[src/sv/smrb_pkg.sv]
// Shared types and constants of the saturating mix ring buffer.
// No dependencies; imported by every RTL module of the block.
package smrb_pkg;

	// Operation carried in tuser
	typedef enum logic {
		OP_MIX  = 1'b0,
		OP_READ = 1'b1
	} smrb_op_t;

	// Classified command handed from front to back
	typedef struct packed {
		smrb_op_t           op;
		logic signed [15:0] sample;
	} smrb_cmd_t;

	localparam int unsigned CMD_W  = $bits(smrb_cmd_t);

	// Small decoupling queues
	localparam int unsigned QDEPTH = 4;
	localparam int unsigned QAW    = 2;

	// Symmetric clip limits
	localparam logic signed [16:0] CLIP_HIGH = 17'sd32767;
	localparam logic signed [16:0] CLIP_LOW  = -17'sd32767;

endpackage

[src/sv/smrb_fifo.sv]
// Four-entry register queue of generic width.
// Depends on smrb_pkg for the queue depth.
module smrb_fifo #(
	parameter int unsigned W = 16
) (
	input  logic                      clk,
	input  logic                      arst_n,
	input  logic                      push,
	input  logic [W-1:0]              push_data,
	input  logic                      pop,
	output logic [W-1:0]              pop_data,
	output logic                      valid,
	output logic                      full,
	output logic [smrb_pkg::QAW:0]    count
);
	import smrb_pkg::*;

	logic [W-1:0]   mem_q [QDEPTH];
	logic [QAW-1:0] wr_ptr_q;
	logic [QAW-1:0] rd_ptr_q;
	logic [QAW:0]   cnt_q;

	assign valid    = (cnt_q != '0);
	assign full     = (cnt_q == (QAW + 1)'(QDEPTH));
	assign count    = cnt_q;
	assign pop_data = mem_q[rd_ptr_q];

	// Pointers and fill level
	always_ff @(posedge clk or negedge arst_n) begin
		if (!arst_n) begin
			wr_ptr_q <= '0;
			rd_ptr_q <= '0;
			cnt_q    <= '0;
		end else begin
			if (push)
				wr_ptr_q <= wr_ptr_q + 1'b1;
			if (pop)
				rd_ptr_q <= rd_ptr_q + 1'b1;
			if (push && !pop)
				cnt_q <= cnt_q + 1'b1;
			else if (pop && !push)
				cnt_q <= cnt_q - 1'b1;
		end
	end

	// Payload storage
	always_ff @(posedge clk) begin
		if (push)
			mem_q[wr_ptr_q] <= push_data;
	end

endmodule

[config.mk]
export PLATFORM = sky130hd
export DESIGN_NAME = smrb_fifo
export DESIGN_NICKNAME = d
export VERILOG_FILES = /design/src/sv/smrb_pkg.sv /design/src/sv/smrb_fifo.sv
export SDC_FILE = /design/constraint.sdc
export NUM_CORES = 1
export LEC_CHECK = 0
export BUFFER_PORTS_ARGS = -buffer_cell sky130_fd_sc_hd__buf_2
export CORE_MARGIN = 5
export CORE_UTILIZATION = 29
export CTS_CLUSTER_DIAMETER = 80
export DETAILED_ROUTE_END_ITERATION = 7
export PLACE_DENSITY = 0.44
export SLEW_MARGIN = 0
export SYNTH_ARGS = -nofsm -noshare
export SYNTH_HDL_FRONTEND = slang
export SYNTH_SLANG_ARGS = --single-unit
export TNS_END_PERCENT = 50
[constraint.sdc]
create_clock -name clk -period 2 [get_ports clk]
set_input_delay 0.1 -clock clk [delete_from_list [all_inputs] [get_ports clk]]
set_output_delay 0.1 -clock clk [all_outputs]
set_load 0.01 [all_outputs]
==> results.ini <==
[routing]
ant_nets = 0
drtIter0Drc = 32
firstDrtPassIters = 4
wire_per_inst_um = 15.41
vias = 1356
drt_wl_total_um = 4977
drc = 0
viasPerCell = 4.198

[grt]
grt_pass1_wl_um = 7983
grt.overflow.total = 0
grt_max_degree = 17
grt_pass1_vias = 1490
grt_usage = 0.09445
antenna_found_initial = 0

[worst_hold_path]
hold_start = push
whs_endpoint = wr_ptr_q[0]
hold_path.class = input pin to flip-flop
hold_depth = 2

[timing]
fin_worst_skew_ps = 8.948
tns_ps = 0
worstMarginPinSlew_ps = 861.1
slew_headroom = 0.4260
drv_slew = 0
fin_crit_sh = 0.8789
rsz0062_at_grt = false
holdWs_ps = 41.64
fmax_ghz = 0.5689
layout_min_cycle_time_ps = 1758
hold_viol = 0
setup_ws_ps = 242.2
setup_viol = 0

[clock_tree]
cts_sinks = 71
htreeDepth = 3
clockBufferDepth = 2
cts_tree = yes
path_clk_slew_ps = 80
root_buffer = clkbuf_8
clkLatencyLatePin_ps = 340
postCtsSetupBuffers = 0
cts_buffers = 9
cts_resized = 0
hold_buffers = 18

[pwr]
power_density_nw_per_um2 = 1312
p_leak_nw = 1.283
ir_drop_v = 0.0004836
p_total_w = 0.004612

[placement]
portBuffers = 40
globalplace.congestion = 0.6884
place_hpwl_um = 3310
place_ws_ps = 330.0

[logic_synthesis]
avgSynthCellArea_um2 = 23.26
synth_cell_types = 19
muxShareOfSynthArea = 0.1463
synth_top_family_by_area = multiplexers
synthCells = 118
synth_compound_area_frac = 0.001823
yosys.area_share.simple = 0.01823
syn_area_um2 = 2745
synth-xor-area-share = 0.01914
ys_warn_count = 0
synth_seq_cells = 71
synth-seq-area-share = 0.7639
syn_nets = 144
synthAdderAreaFrac = 0.03008

[layout]
layout-drive-gt1-share = 0.3660
layout.nets = 215
area_delta_synth_final_pct = 28.03
diodes = 0

[floorplan]
start_util = 0.2971
coreArea_um2 = 9240
pin_count = 41
rows = 35
die_x_um = 107.3
die_h_um = 107.3
dieArea_um2 = 11510

[setup_path]
r2r_end = mem_q[3][12]
rr_worst_depth = 2
start_kind = flip-flop
end_kind = primary output
cp.required_ps = 1900
crit_arrival_ps = 1660
worstPathMaxFanout = 8
worstReg2RegStart = wr_ptr_q[0]
rrSetupSlack_ps = 360
critical_path_class = flip-flop to primary output

[flow_run]
cap_violations = 0

[outcome]
status = finished, final reports clean

-- cells by family (layout without fill, tap and decap cells) --
kind of cell               after synthesis  after routing
DFF                                     71             71
adders and majority gates                6              6
and+or+nand+nor                          9              9
AOI/OAI and AO/OA                        1              1
buffers and inverters                    8             84
xor gates and xnor gates                 6              6
muxes                                   17             17
-- layer usage --
layer / GRT usage / vias up / wire (um)
met5: 0 / - / 0
met4: 0.04110 / 0 / 82
met3: 0.03539 / 8 / 270
met2: 0.1479 / 31 / 2374
met1: 0.1169 / 691 / 2249
li1: - / 626 / -
-- critical path: stages (launching register included) --
cell and delay (ps):
dfrtp_1 350, buf_4 200, mux4_1 600, buf_2 160
-- state kept, by name, summed over array words and instances (netlist names) --
name      count
rd_ptr_q      2
count         3
mem_q        64
wr_ptr_q      2
-- power breakdown --
group	internal (W)	switching, W	total, W
Combinational	0.000738	0.000700	0.00144
Clock	0.000475	0.000582	0.00106
Sequential	0.00196	0.000157	0.00212
Total	0.00317	0.00144	0.00461
-- placed cells by master, fill, tap and decap left out --
master	instances
buf_2	40
dlygate4sd3_1	18
inv_6	3
clkbuf_8	9
xor2_1	4
inv_1	4
or3_1	1
mux4_1	8
fa_1	1
nor2_1	1
clkinv_4	2
xnor2_1	2
and2_1	4
o21ai_0	1
buf_4	3
mux4_2	8
clkinvlp_4	1
nor3b_1	1
ha_1	5
edfxtp_1	64
buf_12	3
mux2_2	1
inv_8	1
dfrtp_1	7
nand2_1	2
-- Yosys cell counts, drive strengths merged --
| cell type | count | area, um^2 |
|---|---|---|
| fa | 1 | 20.02 |
| buf | 4 | 41.29 |
| nor2 | 1 | 3.750 |
| or3 | 1 | 6.260 |
| xnor2 | 2 | 17.52 |
| nor3b | 1 | 7.510 |
| edfxtp | 64 | 1922 |
| mux4 | 16 | 390.4 |
| inv | 4 | 15.01 |
| nand2 | 2 | 7.510 |
| ha | 5 | 62.56 |
| xor2 | 4 | 35.03 |
| dfrtp | 7 | 175.2 |
| mux2 | 1 | 11.26 |
| o21ai | 1 | 5.000 |
| and2 | 4 | 25.02 |
-- worst max path at each step --
stage,from,cells past startpoint,endpoint,slack [ps]
after floorplan,wr_ptr_q[0],3,mem_q[0][0],570
after global placement,wr_ptr_q[0],2,mem_q[3][10],360
after detailed placement,wr_ptr_q[0],2,mem_q[3][10],330
after CTS,rd_ptr_q[1],3,pop_data[9],200
after global routing,rd_ptr_q[1],3,pop_data[9],150
final,rd_ptr_q[0],3,pop_data[9],240
-- cell type report --
type / count / area (um^2)
repair buffers: 64 / 462.9
flip-flops and latches: 71 / 2097
clock buffers: 9 / 123.9
well taps: 129 / 161.4
clock inverters: 7 / 62.56
fillers: 852 / 5725
multi-input cells: 39 / 591.8
inverters: 4 / 15.01
-- through the flow --
stage | utilization | instance area (um^2) | std cells
after floorplan | - | 2745 | 118
after global placement | 0.3407 | 3148 | 289
after detailed placement | 0.3407 | 3148 | 289
after CTS | 0.3804 | 3515 | 323
after global routing | 0.3804 | 3515 | 323
final | 0.3804 | 3515 | 323
(Power assumes the default switching activity.)
