[src/sv/smrb_pkg.sv]
// Shared types and constants of the saturating mix ring buffer.
// No dependencies; imported by every RTL module of the block.
package smrb_pkg;

	// Operation carried in tuser
	typedef enum logic {
		OP_MIX  = 1'b0,
		OP_READ = 1'b1
	} smrb_op_t;

	// Classified command handed from front to back
	typedef struct packed {
		smrb_op_t           op;
		logic signed [15:0] sample;
	} smrb_cmd_t;

	localparam int unsigned CMD_W  = $bits(smrb_cmd_t);

	// Small decoupling queues
	localparam int unsigned QDEPTH = 4;
	localparam int unsigned QAW    = 2;

	// Symmetric clip limits
	localparam logic signed [16:0] CLIP_HIGH = 17'sd32767;
	localparam logic signed [16:0] CLIP_LOW  = -17'sd32767;

endpackage

[src/sv/smrb_front.sv]
// Front part: accepts transactions, classifies them and reduces the offset
// modulo DEPTH in a compare-subtract pipeline. Depends on smrb_pkg.
module smrb_front #(
	parameter int unsigned DEPTH = 65536,
	localparam int unsigned AW   = $clog2(DEPTH)
) (
	input  logic                clk,
	input  logic                arst_n,
	input  logic                s_tvalid,
	output logic                s_tready,
	input  logic [0:0]          s_tuser,
	input  logic [31:0]         s_tdata,
	input  logic                clr_busy,
	input  logic                q_full,
	output logic                push,
	output smrb_pkg::smrb_cmd_t push_cmd,
	output logic [AW-1:0]       push_rem
);
	import smrb_pkg::*;

	// Number of conditional subtract steps that bring a 16-bit offset below DEPTH
	function automatic int calc_nstep(longint d);
		int n;
		n = 0;
		for (int k = 0; k < 16; k++)
			if ((d << k) <= 65535)
				n++;
		return n;
	endfunction

	localparam int NSTEP = calc_nstep(longint'(DEPTH));

	// Multiple of DEPTH removed in step j
	function automatic logic [16:0] step_sub(int j);
		return 17'(longint'(DEPTH) << (NSTEP - j));
	endfunction

	logic        v_s   [0:NSTEP];
	smrb_cmd_t   cmd_s [0:NSTEP];
	logic [15:0] rem_s [0:NSTEP];
	logic        en;

	// Whole pipeline holds when its last stage cannot enter the queue
	assign en       = !(v_s[NSTEP] && q_full);
	assign s_tready = en && !clr_busy;
	assign push     = en && v_s[NSTEP];
	assign push_cmd = cmd_s[NSTEP];
	assign push_rem = AW'(rem_s[NSTEP]);

	// Stage valid bits
	always_ff @(posedge clk or negedge arst_n) begin
		if (!arst_n) begin
			for (int j = 0; j <= NSTEP; j++)
				v_s[j] <= 1'b0;
		end else if (en) begin
			v_s[0] <= s_tvalid && s_tready;
			for (int j = 1; j <= NSTEP; j++)
				v_s[j] <= v_s[j-1];
		end
	end

	// Stage payload: capture, then one compare-subtract per stage
	always_ff @(posedge clk) begin
		if (en) begin
			cmd_s[0].op     <= smrb_op_t'(s_tuser);
			cmd_s[0].sample <= s_tdata[15:0];
			rem_s[0]        <= s_tdata[31:16];
			for (int j = 1; j <= NSTEP; j++) begin
				cmd_s[j] <= cmd_s[j-1];
				if ({1'b0, rem_s[j-1]} >= step_sub(j))
					rem_s[j] <= rem_s[j-1] - 16'(step_sub(j));
				else
					rem_s[j] <= rem_s[j-1];
			end
		end
	end

endmodule

[config.mk]
export PLATFORM = sky130hd
export DESIGN_NAME = smrb_front
export DESIGN_NICKNAME = d
export VERILOG_FILES = /design/src/sv/smrb_pkg.sv /design/src/sv/smrb_front.sv
export SDC_FILE = /design/constraint.sdc
export NUM_CORES = 1
export LEC_CHECK = 0
export BUFFER_PORTS_ARGS = -buffer_cell sky130_fd_sc_hd__buf_2
export CELL_PAD_IN_SITES_DETAIL_PLACEMENT = 1
export CELL_PAD_IN_SITES_GLOBAL_PLACEMENT = 1
export CORE_ASPECT_RATIO = 1.1
export CORE_MARGIN = 2
export CORE_UTILIZATION = 31
export CTS_CLUSTER_DIAMETER = 50
export DETAILED_ROUTE_END_ITERATION = 8
export GPL_ROUTABILITY_DRIVEN = 0
export GPL_TIMING_DRIVEN = 0
export PLACE_DENSITY_LB_ADDON = 0.08
export SETUP_SLACK_MARGIN = 0.3
export SLEW_MARGIN = 20
export SYNTH_ARGS = -nofsm -noshare
export SYNTH_HDL_FRONTEND = slang
export SYNTH_SLANG_ARGS = --single-unit
[constraint.sdc]
create_clock -name clk -period 1.96 [get_ports clk]
set_input_delay 0.49 -clock clk [delete_from_list [all_inputs] [get_ports clk]]
set_output_delay 0.49 -clock clk [all_outputs]
set_load 0.01 [all_outputs]
==> run summary <==
DP Worst Slack -> 384.6 ps
Layout area overhead -> 44.42%
Slew Limit Fails -> 0
area fraction of the dominant cell type after synthesis -> 95.08%
Synth area leader -> edfxtp_1
number of synthesized flops with an enable pin -> 33
CTS sink count -> 34
CP Max Fanout -> 3
Rel. slew slack -> 49.88%
count of cell types in the netlist -> 7
CP arrival -> 1060 ps
simple-gate area share of the yosys netlist -> 1.200%
Peak VDD IR -> 393.8 uV
syn nets -> 77
Async S/R FF share, synth -> 2.941%
DP Area -> 0.001450 mm2
final setup fails -> 0
Core ar. -> 0.003276 mm2
register area -> 0.001016 mm2
Adder-Cell Fraction of Synth Area -> 0%
# rows -> 22
Final Power -> 1.351 mW
TritonCTS clock tree -> yes
Critical Path Source Type -> flop
Critical Path Sink Type -> output pin
most frequent cell after synthesis -> edfxtp_1
CTS buffer count -> 5
Crit-path slowest cell -> dfrtp_1
Main synth FF type -> edfxtp_1
initial antenna violation count -> 0
multi-input combinational cell area -> 25.02 um2
FF-to-FF path depth -> 1
GRT Resource Usage Total -> 11.72%
crit path time final -> 1549 ps
CTS H-Tree Depth -> 2
Seq cells post-synth -> 34
Yosys warning total -> 0
Die ar. -> 0.003843 mm2
drt total wl -> 1993 um
hold-critical path depth -> 1
TritonRoute pass-1 iters -> 4
top cells by area, synth -> edfxtp_1 (95%), dfrtp_1 (2.4%), and2b_2 (0.84%)
largest family of logic cells by synthesized area -> simple AND/OR/NAND/NOR gates
mapped cell area -> 0.001042 mm2
worst-skew pair later-pin latency -> 320 ps
Chip Width -> 59.29 um
crit-path cells -> and2b_2 > buf_2
1st-iter DRT viols -> 13
outcome -> finished clean
Synth Area in Compound Gates -> 0.9604%
max_cap viols -> 0
drc violations -> 0
Clk pin slew, worst setup/hold paths -> 90 ps
xor and xnor area share after synthesis -> 0%
cells after synthesis -> 39
number of global-route vias before repair -> 719
DR WL/cell -> 12.86 um
largest net degree at the start of global routing -> 35
fin crit share -> 79.02%
root buf cell -> clkbuf_4
Fin Setup TNS -> 0 ps
chip height -> 64.82 um
cell total after placement -> 147
clk buf depth -> 2
post_cts resized -> 0
Slew @ Worst Pin -> 749.2 ps
mean post-synth cell area -> 26.72 um2
final setup margin -> 411.2 ps
Layout Skew -> 6.523 ps
hold slack -> 336.9 ps
fraction of synthesized area in multiplexers -> 0%
# port buffers -> 72
Top Ports -> 73
Pleak -> 0.6811 nW
PwrDens -> 897.4 mW/mm2
initial core utilization -> 31.82%
GRT overflow -> 0
antenna cells -> 0
Hold WC Path Type -> primary input to flop
required time of the critical path -> 1470 ps
layout cells sized above 1 -> 66.39%
via count -> 660
peak per-stage delay on the critical path -> 410 ps
Nets -> 157
first-pass GRT wire length -> 3118 um
highest clock rate -> 645.7 MHz
Cell Count, Final, Fillers Out -> 155
flop2flop setup slack -> 600 ps
RSZ-0062 raised after global routing -> no
ANT nets after route -> 0
vias per inst -> 4.258
fin area -> 0.001505 mm2
kind of critical path -> flop to output pin
post-synthesis sequential area ratio -> 97.48%
final hold violation count -> 0
fill count -> 345
Layout Utilization -> 45.95%
==> final cells by class <==
cell class	instances	share of cell area, %
Multi-Input combinational cell	4	1.663
Sequential cell	34	67.50
Clock buffer	7	2.993
Tap cell	36	2.993
Inverter	1	0.2494
Timing Repair Buffer	73	24.61
==> path summary, 6_finish.rpt <==
| kind | startpoint | endpoint |
|---|---|---|
| worst min-delay path | s_tdata[26] | rem_s[0][10]$_DFFE_PN_ |
| worst max register to register | v_s$_DFFE_PN0N_ | cmd_s[0][0]$_DFFE_PN_ |
| worst min register to register | v_s$_DFFE_PN0N_ | v_s$_DFFE_PN0N_ |
| min in group asynchronous | arst_n | v_s$_DFFE_PN0N_ |
| worst max-delay path | v_s$_DFFE_PN0N_ | push |
| max in group asynchronous | arst_n | v_s$_DFFE_PN0N_ |
==> where the power goes <==
part           total, mW  internal [mW]  switching [mW]
registers          0.873          0.860          0.0126
logic              0.139         0.0641          0.0749
clock network      0.339          0.135           0.204
==> layer usage <==
| layer | track usage [%] | wire length [um] | vias to the layer above |
|---|---|---|---|
| met5 | 0 | 0 | - |
| met1 | 11.29 | 662 | 297 |
| met2 | 19.23 | 1072 | 47 |
| met3 | 7.585 | 214 | 5 |
| met4 | 5.114 | 42 | 0 |
| li1 | - | - | 311 |
==> worst max-delay path, delay by kind of cell (launching register included) <==
| family | cells | cell delay (ps) |
|---|---|---|
| flip-flops | 1 | 410 |
| AND/OR/NAND/NOR | 1 | 190 |
| buffers and inverters | 1 | 140 |
==> kinds of logic (layout without fill, tap and decap cells) <==
group,after synthesis,after routing
buf+inv,1,81
flops,34,34
compound gates,2,2
simple gates,2,2
==> layout by cell type (no fill, tap or decap) <==
| master | count |
|---|---|
| buf_2 | 72 |
| edfxtp_1 | 33 |
| clkbuf_4 | 5 |
| clkbuf_1 | 2 |
| a21oi_1 | 1 |
| and2b_2 | 1 |
| nand2_2 | 1 |
| inv_1 | 1 |
| o21ai_0 | 1 |
| dlygate4sd3_1 | 1 |
| dfrtp_1 | 1 |
==> flip-flops by register name, indices dropped and copies added, names as in the netlist <==
signal / count
rem_s: 16
v_s: 1
cmd_s: 17
==> what timing repair did <==
action,in CTS,in global routing
setup buffers,0,0
endpoints found under the hold margin,1,0
setup endpoints to repair,0,0
hold buffers,1,0
(Power assumes the default switching activity.)
